**src/design/dmpd_pkg.sv**
```systemverilog
// Shared types and constants of the dual magic-word parameter deframer.
package dmpd_pkg;

  localparam int HeaderLenDef = 4;
  localparam int SlowWordsDef = 62;
  localparam int SlowFlagsDef = 6;
  localparam int FastWordsDef = 6;

  // Bytes of magic at the start of every frame header.
  localparam int MagicLen = 4;

  localparam logic [15:0] SlowTimeoutRst = 16'd500;
  localparam logic [15:0] FastTimeoutRst = 16'd100;

  typedef enum logic [2:0] {
    MODE_BYTE    = 3'd0,
    MODE_RD_SLOW = 3'd1,
    MODE_RD_FLAG = 3'd2,
    MODE_RD_FAST = 3'd3,
    MODE_TICK    = 3'd4
  } mode_e;

  // Strobes from the frame tracker to the parameter store and age counters.
  typedef struct packed {
    logic slow_word_we;
    logic fast_word_we;
    logic flag_we;
    logic slow_commit;
    logic fast_commit;
  } stage_ctl_t;

  // One bit for each frame kind.
  typedef struct packed {
    logic slow;
    logic fast;
  } kind_pair_t;

endpackage

```
**src/design/dmpd_frame.sv**
```systemverilog
// Magic-word hunter and frame byte router: window, byte counter, word assembly.
module dmpd_frame import dmpd_pkg::*; #(
  parameter int HEADER_LEN      = HeaderLenDef,
  parameter int SLOW_WORDS      = SlowWordsDef,
  parameter int SLOW_FLAG_COUNT = SlowFlagsDef,
  parameter int FAST_WORDS      = FastWordsDef,
  parameter int CNT_W           = 9
) (
  input  logic             clk_i,
  input  logic             rst_ni,
  input  logic             byte_en_i,
  input  logic [7:0]       rx_byte_i,
  input  logic [31:0]      slow_magic_i,
  input  logic [31:0]      fast_magic_i,
  output stage_ctl_t       ctl_o,
  output logic [CNT_W-1:0] wr_idx_o,
  output logic [31:0]      wr_word_o
);

  localparam int SkipLen  = HEADER_LEN - MagicLen;
  localparam int SlowBody = SkipLen + 4 * SLOW_WORDS + SLOW_FLAG_COUNT;
  localparam int FastBody = SkipLen + 4 * FAST_WORDS;

  typedef enum logic [2:0] {
    KIND_HUNT = 3'b001,
    KIND_SLOW = 3'b010,
    KIND_FAST = 3'b100
  } kind_e;

  kind_e            kind_q, kind_d;
  logic [31:0]      window_q, window_d;
  logic [CNT_W-1:0] count_q, count_d;
  logic [23:0]      asm_q, asm_d;

  logic [CNT_W-1:0] cnt_fill;
  logic [CNT_W-1:0] pos;
  logic [CNT_W-1:0] flag_pos;
  logic [CNT_W-1:0] words_len;
  logic             past_skip;
  logic             in_words;
  logic             in_flags;
  logic             commit;

  always_comb begin
    kind_d    = kind_q;
    window_d  = window_q;
    count_d   = count_q;
    asm_d     = asm_q;
    ctl_o     = '0;
    wr_idx_o  = '0;
    wr_word_o = {rx_byte_i, asm_q};
    commit    = 1'b0;

    cnt_fill  = (count_q < CNT_W'(MagicLen)) ? count_q + CNT_W'(1) : count_q;
    pos       = count_q - CNT_W'(SkipLen);
    flag_pos  = pos - CNT_W'(4 * SLOW_WORDS);
    words_len = (kind_q == KIND_SLOW) ? CNT_W'(4 * SLOW_WORDS) : CNT_W'(4 * FAST_WORDS);
    past_skip = count_q >= CNT_W'(SkipLen);
    in_words  = past_skip && (pos < words_len);
    in_flags  = (kind_q == KIND_SLOW) && past_skip && !in_words &&
                (flag_pos < CNT_W'(SLOW_FLAG_COUNT));

    if (byte_en_i) begin
      unique case (kind_q) inside
        KIND_HUNT: begin
          window_d = {rx_byte_i, window_q[31:8]};
          count_d  = cnt_fill;
          // slow magic wins when both match
          if (cnt_fill >= CNT_W'(MagicLen)) begin
            if (window_d == slow_magic_i) begin
              kind_d  = KIND_SLOW;
              count_d = '0;
            end else if (window_d == fast_magic_i) begin
              kind_d  = KIND_FAST;
              count_d = '0;
            end
          end
        end
        KIND_SLOW, KIND_FAST: begin
          count_d = count_q + CNT_W'(1);
          if (in_words) begin
            case (pos[1:0])
              2'd0: asm_d[7:0]   = rx_byte_i;
              2'd1: asm_d[15:8]  = rx_byte_i;
              2'd2: asm_d[23:16] = rx_byte_i;
              default: begin
                ctl_o.slow_word_we = (kind_q == KIND_SLOW);
                ctl_o.fast_word_we = (kind_q == KIND_FAST);
                wr_idx_o           = pos >> 2;
              end
            endcase
          end else if (in_flags) begin
            ctl_o.flag_we = 1'b1;
            wr_idx_o      = flag_pos;
          end
          ctl_o.slow_commit = (kind_q == KIND_SLOW) && (count_q == CNT_W'(SlowBody - 1));
          ctl_o.fast_commit = (kind_q == KIND_FAST) && (count_q == CNT_W'(FastBody - 1));
          commit = ctl_o.slow_commit || ctl_o.fast_commit;
          // back to hunting with an empty window
          if (commit) begin
            kind_d   = KIND_HUNT;
            count_d  = '0;
            window_d = '0;
          end
        end
        default: begin
          kind_d = KIND_HUNT;
        end
      endcase
    end
  end

  always_ff @(posedge clk_i or negedge rst_ni) begin
    if (!rst_ni) begin
      kind_q   <= KIND_HUNT;
      window_q <= '0;
      count_q  <= '0;
    end else begin
      kind_q   <= kind_d;
      window_q <= window_d;
      count_q  <= count_d;
    end
  end

  always_ff @(posedge clk_i) begin
    asm_q <= asm_d;
  end

endmodule

```
**src/design/dmpd_store.sv**
```systemverilog
// Ping-pong parameter memories, flag registers and registered read port.
module dmpd_store import dmpd_pkg::*; #(
  parameter int SLOW_WORDS      = SlowWordsDef,
  parameter int SLOW_FLAG_COUNT = SlowFlagsDef,
  parameter int FAST_WORDS      = FastWordsDef,
  parameter int CNT_W           = 9
) (
  input  logic             clk_i,
  input  logic             rst_ni,
  input  stage_ctl_t       ctl_i,
  input  logic [CNT_W-1:0] wr_idx_i,
  input  logic [31:0]      wr_word_i,
  input  logic             rd_en_i,
  input  mode_e            rd_mode_i,
  input  logic [7:0]       rd_idx_i,
  input  kind_pair_t       seen_i,
  output logic [31:0]      read_data_o
);

  localparam int SlowAw = $clog2(2 * SLOW_WORDS);
  localparam int FastAw = $clog2(2 * FAST_WORDS);
  localparam int FlagN  = (SLOW_FLAG_COUNT > 0) ? SLOW_FLAG_COUNT : 1;
  localparam int FlagAw = (FlagN > 1) ? $clog2(FlagN) : 1;

  // Each bank holds a whole frame; the new frame fills the idle bank.
  logic [31:0] slow_mem [2 * SLOW_WORDS];
  logic [31:0] fast_mem [2 * FAST_WORDS];

  logic slow_bank_q;
  logic fast_bank_q;

  logic [FlagN-1:0] stage_flags_q, stage_flags_d;
  logic [FlagN-1:0] slow_flags_q;

  logic [SlowAw-1:0] slow_waddr, slow_raddr;
  logic [FastAw-1:0] fast_waddr, fast_raddr;

  logic        hit;
  logic        hit_q;
  mode_e       src_q;
  logic [31:0] slow_rd_q;
  logic [31:0] fast_rd_q;
  logic        flag_rd_q;

  assign slow_waddr = (slow_bank_q ? SlowAw'(0) : SlowAw'(SLOW_WORDS)) + SlowAw'(wr_idx_i);
  assign slow_raddr = (slow_bank_q ? SlowAw'(SLOW_WORDS) : SlowAw'(0)) + SlowAw'(rd_idx_i);
  assign fast_waddr = (fast_bank_q ? FastAw'(0) : FastAw'(FAST_WORDS)) + FastAw'(wr_idx_i);
  assign fast_raddr = (fast_bank_q ? FastAw'(FAST_WORDS) : FastAw'(0)) + FastAw'(rd_idx_i);

  // The received byte rides in the top byte of the write word.
  always_comb begin
    stage_flags_d = stage_flags_q;
    if (ctl_i.flag_we) begin
      stage_flags_d[FlagAw'(wr_idx_i)] = |wr_word_i[31:24];
    end
  end

  always_comb begin
    unique case (rd_mode_i)
      MODE_RD_SLOW: hit = (rd_idx_i < 8'(SLOW_WORDS)) && seen_i.slow;
      MODE_RD_FLAG: hit = (rd_idx_i < 8'(SLOW_FLAG_COUNT));
      MODE_RD_FAST: hit = (rd_idx_i < 8'(FAST_WORDS)) && seen_i.fast;
      default:      hit = 1'b0;
    endcase
  end

  always_ff @(posedge clk_i) begin
    if (ctl_i.slow_word_we) begin
      slow_mem[slow_waddr] <= wr_word_i;
    end
    if (rd_en_i && hit && (rd_mode_i == MODE_RD_SLOW)) begin
      slow_rd_q <= slow_mem[slow_raddr];
    end
  end

  always_ff @(posedge clk_i) begin
    if (ctl_i.fast_word_we) begin
      fast_mem[fast_waddr] <= wr_word_i;
    end
    if (rd_en_i && hit && (rd_mode_i == MODE_RD_FAST)) begin
      fast_rd_q <= fast_mem[fast_raddr];
    end
  end

  always_ff @(posedge clk_i) begin
    stage_flags_q <= stage_flags_d;
    if (rd_en_i) begin
      hit_q     <= hit;
      src_q     <= rd_mode_i;
      flag_rd_q <= slow_flags_q[FlagAw'(rd_idx_i)];
    end
  end

  // Commit: swap the bank and, on a slow commit, take the staged flags at the same edge.
  always_ff @(posedge clk_i or negedge rst_ni) begin
    if (!rst_ni) begin
      slow_bank_q  <= 1'b0;
      fast_bank_q  <= 1'b0;
      slow_flags_q <= '0;
    end else begin
      if (ctl_i.slow_commit) begin
        slow_bank_q  <= !slow_bank_q;
        slow_flags_q <= stage_flags_d;
      end
      if (ctl_i.fast_commit) begin
        fast_bank_q <= !fast_bank_q;
      end
    end
  end

  always_comb begin
    read_data_o = '0;
    if (hit_q) begin
      case (src_q)
        MODE_RD_SLOW: read_data_o = slow_rd_q;
        MODE_RD_FLAG: read_data_o = {31'b0, flag_rd_q};
        MODE_RD_FAST: read_data_o = fast_rd_q;
        default:      read_data_o = '0;
      endcase
    end
  end

endmodule

```
**src/design/dmpd_fresh.sv**
```systemverilog
// Saturating frame age counters, seen bits and freshness compare.
module dmpd_fresh import dmpd_pkg::*; (
  input  logic        clk_i,
  input  logic        rst_ni,
  input  logic        tick_i,
  input  stage_ctl_t  ctl_i,
  input  logic [15:0] slow_tmo_i,
  input  logic [15:0] fast_tmo_i,
  output kind_pair_t  seen_o,
  output kind_pair_t  fresh_o
);

  logic [15:0] slow_age_q, slow_age_d;
  logic [15:0] fast_age_q, fast_age_d;
  kind_pair_t  seen_q, seen_d;

  always_comb begin
    slow_age_d = slow_age_q;
    fast_age_d = fast_age_q;
    seen_d     = seen_q;
    if (tick_i) begin
      // hold at the maximum
      if (slow_age_q != '1) slow_age_d = slow_age_q + 16'd1;
      if (fast_age_q != '1) fast_age_d = fast_age_q + 16'd1;
    end
    if (ctl_i.slow_commit) begin
      slow_age_d  = '0;
      seen_d.slow = 1'b1;
    end
    if (ctl_i.fast_commit) begin
      fast_age_d  = '0;
      seen_d.fast = 1'b1;
    end
  end

  assign fresh_o.slow = seen_d.slow && (slow_age_d < slow_tmo_i);
  assign fresh_o.fast = seen_d.fast && (fast_age_d < fast_tmo_i);
  assign seen_o       = seen_q;

  always_ff @(posedge clk_i or negedge rst_ni) begin
    if (!rst_ni) begin
      slow_age_q <= '0;
      fast_age_q <= '0;
      seen_q     <= '0;
    end else begin
      slow_age_q <= slow_age_d;
      fast_age_q <= fast_age_d;
      seen_q     <= seen_d;
    end
  end

endmodule

```
**src/design/dual_magic_param_deframer.sv**
```systemverilog
// Top level: input register, config registers, frame tracker, store, ages, result register.
// An input transfer reaches its result through the input register, then the
// result register with the registered memory read.
// Throughput: one item per cycle, set by the input-to-result register pair; a
// stalled result holds while one more item waits in the input register.
// Reset: asynchronous, active low; clears handshake state, frame tracker, ages
// and bank selects, and sets config to its defaults. No clearing pass: stores read 0 until committed.
module dual_magic_param_deframer import dmpd_pkg::*; #(
  parameter int HEADER_LEN      = HeaderLenDef,
  parameter int SLOW_WORDS      = SlowWordsDef,
  parameter int SLOW_FLAG_COUNT = SlowFlagsDef,
  parameter int FAST_WORDS      = FastWordsDef
) (
  input  logic        clk_i,
  input  logic        rst_ni,
  input  logic        s_axis_tvalid,
  output logic        s_axis_tready,
  input  logic [15:0] s_axis_tdata,   // rx_byte[7:0], index[15:8]
  input  logic [2:0]  s_axis_tuser,   // mode[2:0]
  output logic        m_axis_tvalid,
  input  logic        m_axis_tready,
  output logic [39:0] m_axis_tdata,   // read_data[31:0], frame_done[33:32],
                                      // slow_fresh[34], fast_fresh[35], zero[39:36]
  input  logic        cfg_we_i,
  input  logic [1:0]  cfg_idx_i,
  input  logic [31:0] cfg_wdata_i
);

  localparam int SkipLen  = HEADER_LEN - MagicLen;
  localparam int SlowBody = SkipLen + 4 * SLOW_WORDS + SLOW_FLAG_COUNT;
  localparam int FastBody = SkipLen + 4 * FAST_WORDS;
  localparam int StageLen = (SlowBody > FastBody) ? SlowBody : FastBody;
  localparam int CntW     = $clog2(StageLen + 1);

  typedef enum logic [1:0] {
    CFG_SLOW_MAGIC = 2'd0,
    CFG_FAST_MAGIC = 2'd1,
    CFG_SLOW_TMO   = 2'd2,
    CFG_FAST_TMO   = 2'd3
  } cfg_idx_e;

  typedef enum logic [1:0] {
    DONE_NONE = 2'd0,
    DONE_SLOW = 2'd1,
    DONE_FAST = 2'd2
  } done_e;

  logic [31:0] slow_magic_q;
  logic [31:0] fast_magic_q;
  logic [15:0] slow_tmo_q;
  logic [15:0] fast_tmo_q;

  logic       in_valid_q;
  logic [2:0] in_mode_q;
  logic [7:0] in_byte_q;
  logic [7:0] in_idx_q;

  logic       out_valid_q;
  done_e      done_q, done_d;
  kind_pair_t fresh_q;

  logic       s_xfer;
  logic       adv;
  logic       byte_en;
  logic       tick;

  stage_ctl_t       ctl;
  logic [CntW-1:0]  wr_idx;
  logic [31:0]      wr_word;
  logic [31:0]      read_data;
  kind_pair_t       seen;
  kind_pair_t       fresh;

  assign adv           = in_valid_q && (!out_valid_q || m_axis_tready);
  assign s_axis_tready = !in_valid_q || adv;
  assign s_xfer        = s_axis_tvalid && s_axis_tready;
  assign byte_en       = adv && (in_mode_q == MODE_BYTE);
  assign tick          = adv && (in_mode_q == MODE_TICK);

  always_ff @(posedge clk_i or negedge rst_ni) begin
    if (!rst_ni) begin
      slow_magic_q <= '0;
      fast_magic_q <= '0;
      slow_tmo_q   <= SlowTimeoutRst;
      fast_tmo_q   <= FastTimeoutRst;
    end else if (cfg_we_i) begin
      unique case (cfg_idx_e'(cfg_idx_i))
        CFG_SLOW_MAGIC: slow_magic_q <= cfg_wdata_i;
        CFG_FAST_MAGIC: fast_magic_q <= cfg_wdata_i;
        CFG_SLOW_TMO:   slow_tmo_q   <= cfg_wdata_i[15:0];
        CFG_FAST_TMO:   fast_tmo_q   <= cfg_wdata_i[15:0];
        default: ;
      endcase
    end
  end

  always_ff @(posedge clk_i or negedge rst_ni) begin
    if (!rst_ni) begin
      in_valid_q  <= 1'b0;
      out_valid_q <= 1'b0;
    end else begin
      if (s_xfer) begin
        in_valid_q <= 1'b1;
      end else if (adv) begin
        in_valid_q <= 1'b0;
      end
      if (adv) begin
        out_valid_q <= 1'b1;
      end else if (m_axis_tready) begin
        out_valid_q <= 1'b0;
      end
    end
  end

  always_ff @(posedge clk_i) begin
    if (s_xfer) begin
      in_mode_q <= s_axis_tuser;
      in_byte_q <= s_axis_tdata[7:0];
      in_idx_q  <= s_axis_tdata[15:8];
    end
    if (adv) begin
      done_q  <= done_d;
      fresh_q <= fresh;
    end
  end

  always_comb begin
    if (ctl.slow_commit) begin
      done_d = DONE_SLOW;
    end else if (ctl.fast_commit) begin
      done_d = DONE_FAST;
    end else begin
      done_d = DONE_NONE;
    end
  end

  dmpd_frame #(
    .HEADER_LEN      (HEADER_LEN),
    .SLOW_WORDS      (SLOW_WORDS),
    .SLOW_FLAG_COUNT (SLOW_FLAG_COUNT),
    .FAST_WORDS      (FAST_WORDS),
    .CNT_W           (CntW)
  ) u_frame (
    .clk_i        (clk_i),
    .rst_ni       (rst_ni),
    .byte_en_i    (byte_en),
    .rx_byte_i    (in_byte_q),
    .slow_magic_i (slow_magic_q),
    .fast_magic_i (fast_magic_q),
    .ctl_o        (ctl),
    .wr_idx_o     (wr_idx),
    .wr_word_o    (wr_word)
  );

  dmpd_store #(
    .SLOW_WORDS      (SLOW_WORDS),
    .SLOW_FLAG_COUNT (SLOW_FLAG_COUNT),
    .FAST_WORDS      (FAST_WORDS),
    .CNT_W           (CntW)
  ) u_store (
    .clk_i       (clk_i),
    .rst_ni      (rst_ni),
    .ctl_i       (ctl),
    .wr_idx_i    (wr_idx),
    .wr_word_i   (wr_word),
    .rd_en_i     (adv),
    .rd_mode_i   (mode_e'(in_mode_q)),
    .rd_idx_i    (in_idx_q),
    .seen_i      (seen),
    .read_data_o (read_data)
  );

  dmpd_fresh u_fresh (
    .clk_i      (clk_i),
    .rst_ni     (rst_ni),
    .tick_i     (tick),
    .ctl_i      (ctl),
    .slow_tmo_i (slow_tmo_q),
    .fast_tmo_i (fast_tmo_q),
    .seen_o     (seen),
    .fresh_o    (fresh)
  );

  assign m_axis_tvalid = out_valid_q;
  assign m_axis_tdata  = {4'b0, fresh_q.fast, fresh_q.slow, done_q, read_data};

endmodule

```
**config.mk**
```make
export PLATFORM = sky130hd
export DESIGN_NAME = dual_magic_param_deframer
export DESIGN_NICKNAME = d
export VERILOG_FILES = /design/src/design/dmpd_pkg.sv /design/src/design/dmpd_frame.sv /design/src/design/dmpd_store.sv /design/src/design/dmpd_fresh.sv /design/src/design/dual_magic_param_deframer.sv
export SDC_FILE = /design/constraint.sdc
export NUM_CORES = 2
export LEC_CHECK = 0
export ABC_CLOCK_PERIOD_IN_PS = 8500
export BUFFER_PORTS_ARGS = -buffer_cell sky130_fd_sc_hd__clkbuf_2
export CAP_MARGIN = 25
export CORE_MARGIN = 8
export CORE_UTILIZATION = 55
export DETAILED_ROUTE_END_ITERATION = 7
export PLACE_DENSITY = 0.71
export REMOVE_ABC_BUFFERS = 1
export SLEW_MARGIN = 0
export SYNTH_ARGS = -nofsm -noshare
export SYNTH_HDL_FRONTEND = slang
export SYNTH_HIERARCHICAL = 1
export SYNTH_MEMORY_MAX_BITS = 65536
export SYNTH_SLANG_ARGS = --single-unit
```
**constraint.sdc**
```tcl
create_clock -name clk_i -period 8.5 [get_ports clk_i]
set_input_delay 0 -clock clk_i [delete_from_list [all_inputs] [get_ports clk_i]]
set_output_delay 0 -clock clk_i [all_outputs]
set_load 0.01 [all_outputs]
```
==> out/results.txt <==
Status -> complete, no violations
Crit share post-route -> 82.5%
Via count -> 90300
Final nets -> 8804
Post-layout worst setup margin -> 1490 ps
Worst Setup Start Kind -> register
Final Util -> 62.8%
Setup-failing EPs final -> 0
Tmin final -> 7010 ps
Switching Fraction -> 21.5%
Cts repair resizes -> 0
Arr. time, crit path -> 7610 ps
Element type at the critical path end -> register
CTS tree -> yes
Met2 routed WL -> 230 mm
Cells after Synth -> 8129
Seq pwr share -> 52.9%
Reg clk slew, reported paths -> 60 ps
Slew HR -> 16.6%
Layout cell share with drive strength beyond 1 -> 29.5%
Remaining global-route overflow -> 0
Required time of the critical path -> 9100 ps
Fillers -> 21200
Pre-CTS setup slack -> 1590 ps
Pin count of the biggest net entering global routing -> 140
Clock latency on the worst-skew pair -> 1000 ps
Synth-to-Final Area Change -> 13.5%
Logic pwr share -> 5.5%
Placer Congestion -> 0.944
Initial antenna violation count -> 46
Initial DRT Pass Iterations -> 6
Peak Freq -> 143 MHz
Initial Util -> 55.3%
Max Slew Vio Count -> 0
Uppermost routed layer -> met5
CTS hold repair buffers -> 109
Die Ht -> 589 um
Vias per inst -> 6.73
Total of max-cap violations -> 0
RSZ-0062 raised after global routing -> false
Routed length on met3 -> 59.8 mm
P per Cell Area -> 232 mW/mm^2
Total track usage -> 27.6%
TritonCTS Buffers -> 447
Pleak -> 65.3 nW
Total setup buffers inserted after CTS -> 0
Syn_area_per_cell -> 22.2 sq um
Worst slew pin tran -> 1250 ps
Row count -> 210
Area of the mapped netlist -> 0.181 sq mm
Yosys warns -> 6
Antenna-violating nets left -> 0
Post-Route WL -> 488 mm
Setup_tns -> 0 ps
Die area -> 0.347 sq mm
Critical path class -> register to register
Htree depth -> 5
WL per Instance -> 36.3 um
Wire length of the first global-routing pass -> 677 mm
Number of I/O pins -> 100
Clock Power Share -> 41.6%
Vias in the first global route -> 87700
Internal Power -> 37.3 mW
Root Driver -> clkbuf_16
Total core area -> 0.327 sq mm
Starting DRC count in detailed routing -> 14600
Peak VDD IR -> 206 uV
I/O Buffers -> 95
Final Skew -> 64.5 ps
DIE WIDTH -> 589 um
Post-DP HPWL -> 296 mm
Hold Path Class -> primary input to register
Drc violations -> 0
Clock Path Buffers -> 4
Critical path fanouts, max -> 32
Final hold viol count -> 0
Power Total -> 47.6 mW
Switching pwr -> 10.2 mW
CTS Sinks -> 4649
Met1 WL -> 175 mm
==> metrics by stage <==
stage          instances  area, sq um  hold WS [ps]
6_report           13400       205000          23.3
3_3_place_gp       12400       188000         -36.2
4_1_cts            13400       204000          4.04
5_1_grt            13400       205000          27.6
2_1_floorplan       7693       178000          -296
3_5_place_dp       12400       189000         -25.6
==> placed cells by master, fill, tap and decap left out, types with 90 or more instances in the layout <==
cell type and instances:
mux2_2 105, clkbuf_2 94, buf_4 235, edfxtp_1 4468, dlygate4sd3_1 108, dfrtp_1 165
mux4_2 1260, clkinv_2 93, nor2_4 103, mux2i_1 120, nor2_1 136, nand2_1 349
clkbuf_1 90, clkbuf_16 449
==> critical path, stage by stage (launching register included) <==
cell,delay [ps]
dfrtp_1,480
nor3b_1,660
inv_1,200
ha_1,320
a31o_2,200
a21o_1,180
a21oi_1,360
and2_1,210
a22oi_1,90
nor2_1,520
ha_1,280
inv_1,60
fa_1,610
nor2b_1,240
nand3_2,820
buf_4,550
nor3_2,340
buf_4,490
==> power groups by stage <==
stage                     sequential, mW  combinational, mW  clock (mW)
after floorplan                     25.8               3.39           0
after global placement              25.6               2.50           0
after detailed placement            25.6               2.55           0
after CTS                           25.2               2.61        20.0
after global routing                25.2               2.73        20.8
final                               25.2               2.63        19.8
==> final timing paths <==
check                                              start                       end  slack, ps  depth (start not counted)
max in group asynchronous                         rst_ni   u_store/slow_flags_q[4]       7380                          4
worst max register to register         u_frame/kind_q[2]   u_store/slow_mem[82][2]       1490                         17
worst min register to register  u_store/stage_flags_q[2]  u_store/stage_flags_q[2]        490                          2
worst max-delay path                   u_frame/kind_q[2]   u_store/slow_mem[82][2]       1490                         17
worst min-delay path                     cfg_wdata_i[13]            fast_tmo_q[13]         20                          3
min in group asynchronous                         rst_ni          slow_magic_q[29]        230                          4
==> layout make-up <==
class	count	area, sq um	share of cell area (%)
Sequential cell	4649	139000	67.5
Timing Repair Buffer	547	5600	2.73
Clock inverter	280	2920	1.42
Antenna cell	15	37.5	0.0183
Inverter	58	218	0.106
Tap cell	4346	5440	2.65
Multi-Input combinational cell	2986	40700	19.8
Clock buffer	548	11700	5.70
==> per-layer routing <==
layer / vias to the layer above / GRT usage, %
met5: - / 0
met2: 6490 / 42.9
met3: 871 / 5.96
met1: 47700 / 38.9
li1: 35300 / -
met4: 8 / 10.8
==> sequential cells by signal, summed over array words and instances (netlist names), 2 cells and up <==
| register | flops |
|---|---|
| u_fresh/seen_o | 2 |
| u_store/slow_flags_q | 6 |
| in_mode_q | 3 |
| in_idx_q | 8 |
| u_store/slow_rd_q | 32 |
| u_store/fast_rd_q | 32 |
| u_store/stage_flags_q | 6 |
| m_axis_tdata | 2 |
| u_frame/kind_q | 3 |
| u_frame/asm_q | 24 |
| slow_magic_q | 32 |
| done_q | 2 |
| u_store/slow_mem | 3968 |
| slow_tmo_q | 16 |
| u_frame/window_q | 24 |
| u_fresh/slow_age_q | 16 |
| u_frame/count_q | 8 |
| u_fresh/fast_age_q | 16 |
| fast_tmo_q | 16 |
| u_store/fast_mem | 384 |
| in_byte_q | 8 |
| u_store/src_q | 3 |
| fast_magic_q | 32 |
No activity file was read; power rests on OpenSTA's default activity.
